<file path="config.mk">
export PLATFORM = sky130hd
export DESIGN_NAME = csys_lag_cell
export DESIGN_NICKNAME = d
export VERILOG_FILES = /design/src/rtl/csys_pkg.sv /design/src/rtl/csys_lag_cell.sv
export SDC_FILE = /design/constraint.sdc
export NUM_CORES = 1
export LEC_CHECK = 0
export ABC_AREA = 1
export BUFFER_PORTS_ARGS = -buffer_cell sky130_fd_sc_hd__buf_2
export CORE_MARGIN = 4
export CORE_UTILIZATION = 45
export DETAILED_ROUTE_END_ITERATION = 7
export GPL_TIMING_DRIVEN = 0
export SYNTH_ARGS = -nofsm -noshare
export SYNTH_HDL_FRONTEND = slang
export SYNTH_SLANG_ARGS = --single-unit
</file>
<file path="constraint.sdc">
create_clock -name clk -period 9.46 [get_ports clk]
set_input_delay 0 -clock clk [delete_from_list [all_inputs] [get_ports clk]]
set_output_delay 0 -clock clk [all_outputs]
set_load 0.01 [all_outputs]
</file>
<file path="src/rtl/csys_pkg.sv">
// ----------------------------------------------------------------------------
// csys_pkg - shared types and constants for the circular shift yaw search
// Holds the sequencer states, the lag cell control group and fixed widths.
// ----------------------------------------------------------------------------
`default_nettype none

package csys_pkg;

  // default geometry
  localparam int DESC_LEN_DEF  = 64;
  localparam int BIN_WIDTH_DEF = 16;

  // fixed port widths
  localparam int IN_W     = 16;
  localparam int SHIFT_W  = 6;
  localparam int SSHIFT_W = 7;
  localparam int YAW_W    = 15;

  // 2*pi in Q44, rounded
  localparam logic [63:0] TWO_PI_Q44 = 64'h0000_6487_ED51_10B5;

  typedef enum logic [1:0] {
    ST_LOAD,
    ST_CORR,
    ST_SCAN,
    ST_EMIT
  } state_t;

  // control group broadcast to every lag cell
  typedef struct packed {
    logic shift;      // q/r rings take their neighbour's value
    logic prod_en;    // register q * broadcast ref
    logic acc_clr;
    logic acc_add;
    logic acc_shift;  // accumulators move one cell towards cell 0
  } cell_ctrl_t;

endpackage

`default_nettype wire

</file>
<file path="src/rtl/csys_lag_cell.sv">
// ----------------------------------------------------------------------------
// csys_lag_cell - one lag cell of the correlation ring
// Holds one query bin, one reference bin and the running sum for one shift.
// ----------------------------------------------------------------------------
`default_nettype none

module csys_lag_cell #(
  parameter int BIN_WIDTH = csys_pkg::BIN_WIDTH_DEF,
  parameter int ACC_W     = 2 * csys_pkg::BIN_WIDTH_DEF + $clog2(csys_pkg::DESC_LEN_DEF)
) (
  input  wire                       clk,
  input  csys_pkg::cell_ctrl_t      ctrl,
  input  wire  [BIN_WIDTH-1:0]      q_in,
  input  wire  [BIN_WIDTH-1:0]      r_in,
  input  wire  [BIN_WIDTH-1:0]      bcast,
  input  wire  [ACC_W-1:0]          acc_in,
  output logic [BIN_WIDTH-1:0]      q_out,
  output logic [BIN_WIDTH-1:0]      r_out,
  output logic [ACC_W-1:0]          acc_out
);
  import csys_pkg::*;

  localparam int PROD_W = 2 * BIN_WIDTH;

  logic [BIN_WIDTH-1:0] q_r;
  logic [BIN_WIDTH-1:0] r_r;
  logic [PROD_W-1:0]    prod_r;
  logic [ACC_W-1:0]     acc_r;

  always_ff @(posedge clk) begin
    if (ctrl.shift) begin
      q_r <= q_in;
      r_r <= r_in;
    end
    if (ctrl.prod_en) begin
      prod_r <= PROD_W'(q_r) * PROD_W'(bcast);
    end
    if (ctrl.acc_clr) begin
      acc_r <= '0;
    end else if (ctrl.acc_add) begin
      acc_r <= acc_r + ACC_W'(prod_r);
    end else if (ctrl.acc_shift) begin
      acc_r <= acc_in;
    end
  end

  assign q_out   = q_r;
  assign r_out   = r_r;
  assign acc_out = acc_r;

endmodule

`default_nettype wire

</file>
==> qor.csv <==
metric,value,unit
power.density,410,nW/um^2
ys_warn_count,0,
r2r_cells,22,
worst-path-buf-inv,5,
cts_buffer_depth,2,
synth_area,15000,um^2
fp.dieArea,36300,um^2
cts_tree,built,
fin_area,17200,um^2
relSlewSlack,0.484,
p_int,0.00326,W
yosysTopAreaCell,fa_1,
cts_made_buffers,9,
final_cell_mix,"626 x nand2_1, 464 x inv_1, 195 x fa_1, 146 x buf_2, 136 x ha_1",
dp.final_hpwl,34.4,mm
cp.required,9600,ps
synth-seq-cells,102,
diodes,0,
setup_viol,0,
clockPowerShare,0.057,
initial_core_util,0.458,
seq_area,2680,um^2
status,finished clean,
hold_viol,0,
io_pins,162,
setup-tns-final,0,ps
final_common_cell,nand2_1,
post_dp_cell_area,16200,um^2
slowest_delay,590,ps
worst_slack,2650,ps
worstMarginPinSlew,774,ps
period_share,0.720,
io_buffer_count,142,
fin_nets,2645,
hold_end,acc_out[27],
area_growth,14.9,%
grt_max_degree,33,
critPathKind,register to register,
drt-initial-drc-count,632,
rsz0062_at_grt,no,
worstReg2RegEnd,prod_r[29],
crit_slowest_cell,clkbuf_1,
end_kind,register,
insertion_delay,380,ps
ff2ff_setup_slack,2650,ps
dr.pass1.iters,6,
antenna_left,0,
die_w,190,um
slew_viol_final,0,
pwr-share-seq,0.131,
reg2reg_from,q_out[5],
worstHoldStart,acc_in[27],
p_leak,9.66,nW
gp_congestion,0.924,
clock_skew,15.7,ps
peakVddDrop,0.398,mV
ys_types,36,
synth_top_area_share,0.261,
die_h,190,um
path_common_cell,fa_1,
synthTopCellsByArea,"fa_1 26%, nand2_1 16%, edfxtp_1 13%, inv_1 12%, ha_1 11%",
ys_seq_area_frac,0.179,
pwr-share-comb,0.812,
arrival,6940,ps
h-tree-depth,3,
swShare,0.538,
antenna_found_initial,0,
total_power,0.00705,W
grt_first_pass_wirelength,67.4,mm
worstPathCellList,clkbuf_1 > clkbuf_1 > nand2_1 > fa_1 > inv_1 > fa_1 > fa_1 > fa_1 > fa_1 > inv_1 > fa_1 > inv_1 > ha_1 > a21oi_1 > o21ai_0 > a21oi_1 > nand3_1 > a21o_1 > nand2_1 > nand2_1 > nand2_1 > nand2_1,
grt_use_total,0.234,
viasPerCell,4.77,
critPathMaxFanout,10,
fill_cells,3317,
clk_pin_slew,80,ps
synth_fp_nets,2426,
post-place-ws,2680,ps
num_rows,66,
syn_area_per_cell,7.47,um^2
syn_inst,2003,
min_path_cells,5,
drv_cap,0,
cp-start-kind,register,
fmax,147,MHz
grt_overflow_total,0,
drive_gt1_frac,0.0974,
core-area,32700,um^2
vias,12733,
switchingPower,0.00379,W
multi_input_area,10200,um^2
drc_errors,0,
wl,41.2,mm
grt_pass1_vias,13393,
clock_sinks,102,
crit_family,adder cells,
root_buffer,clkbuf_16,
wl_per_cell,15.4,um
holdCritPathClass,input pin to register,
cts_setup_buffers,0,
fin_crit,6810,ps
[worst reg2reg max path, cell delays in order (launching register included)]
cell	delay, ps
edfxtp_1	340
clkbuf_1	590
clkbuf_1	550
nand2_1	160
fa_1	520
inv_1	60
fa_1	540
fa_1	440
fa_1	460
fa_1	490
inv_1	50
fa_1	470
inv_1	40
ha_1	340
a21oi_1	250
o21ai_0	150
a21oi_1	360
nand3_1	270
a21o_1	250
nand2_1	80
nand2_1	50
nand2_1	60
nand2_1	40
[through the flow]
| step | std cells | hold WS [ps] | utilization |
|---|---|---|---|
| after global placement | 2587 | 176 | 0.496 |
| after global routing | 2669 | 47.5 | 0.526 |
| after detailed placement | 2587 | 178 | 0.496 |
| after CTS | 2669 | 9.60 | 0.526 |
| after floorplan | 2003 | 98.9 | - |
| final | 2669 | 10.6 | 0.526 |
[cell families (layout without fill, tap and decap cells)]
group / after synthesis / after routing / synth area share
fa+ha+maj: 331 / 331 / 0.374
xor+xnor: 43 / 43 / 0.0252
compound gates: 159 / 159 / 0.0602
simple gates: 818 / 818 / 0.223
buf+inv: 550 / 774 / 0.138
flops: 102 / 102 / 0.179
[repair_timing]
item,4_1_cts,5_1_grt
gates resized for setup,0,0
endpoints found under the hold margin,66,0
hold buffers,66,0
[power by group through the flow]
stage | combinational, W | sequential, W | clock (W)
after CTS | 0.00575 | 0.000923 | 0.000409
final | 0.00572 | 0.000924 | 0.000398
after floorplan | 0.00436 | 0.000926 | 0
after detailed placement | 0.00569 | 0.000934 | 0
after global routing | 0.00662 | 0.000935 | 0.000426
after global placement | 0.00562 | 0.000930 | 0
[cell usage after synthesis]
| cell | instances |
|---|---|
| a21boi_0 | 1 |
| a21boi_2 | 1 |
| a21o_1 | 3 |
| a21oi_1 | 85 |
| a21oi_2 | 8 |
| a31o_2 | 2 |
| a31oi_1 | 7 |
| and2_4 | 1 |
| buf_2 | 4 |
| clkbuf_1 | 78 |
| clkinv_1 | 1 |
| dfxtp_1 | 38 |
| edfxtp_1 | 64 |
| fa_1 | 195 |
| ha_1 | 136 |
| inv_1 | 463 |
| inv_2 | 4 |
| nand2_1 | 626 |
| nand2_2 | 16 |
| nand3_1 | 60 |
| nand3_2 | 10 |
| nand3b_1 | 1 |
| nand4_1 | 4 |
| nor2_1 | 73 |
| nor2_2 | 11 |
| nor2_4 | 1 |
| nor3_1 | 14 |
| nor4_4 | 1 |
| o211ai_1 | 2 |
| o21ai_0 | 37 |
| o21ai_1 | 1 |
| o21bai_1 | 8 |
| o21bai_2 | 1 |
| o221ai_1 | 3 |
| xnor2_1 | 11 |
| xor2_1 | 32 |
[registers in the layout, indices dropped and copies added, names as in the netlist]
name,cells
q_out,16
acc_out,38
prod_r,32
r_out,16
[layout make-up]
cell class / instances / share of cell area
multi-input combinational: 1351 / 0.594
sequential: 102 / 0.156
inverter: 468 / 0.102
timing repair buffer: 208 / 0.0797
tap: 442 / 0.0321
buffer: 82 / 0.0182
clock buffer: 11 / 0.0153
clock inverter: 5 / 0.00247
[worst max-delay path by stage]
stage                 end  depth (start not counted)      start
3_5_place_dp   prod_r[29]                         22   q_out[5]
2_1_floorplan  prod_r[29]                         22  q_out[15]
4_1_cts        prod_r[29]                         22   q_out[5]
6_report       prod_r[29]                         22   q_out[5]
5_1_grt        prod_r[29]                         22  q_out[14]
3_3_place_gp   prod_r[29]                         22  q_out[14]
[metal layers]
metal | global-route usage | share of wire | vias to the layer above
li1 | - | - | 6413
met1 | 0.310 | 0.45 | 5906
met2 | 0.403 | 0.47 | 370
met3 | 0.0401 | 0.059 | 44
met4 | 0.0577 | 0.022 | 0
met5 | 0 | 0 | -
No activity file was read; power rests on OpenSTA's default activity.
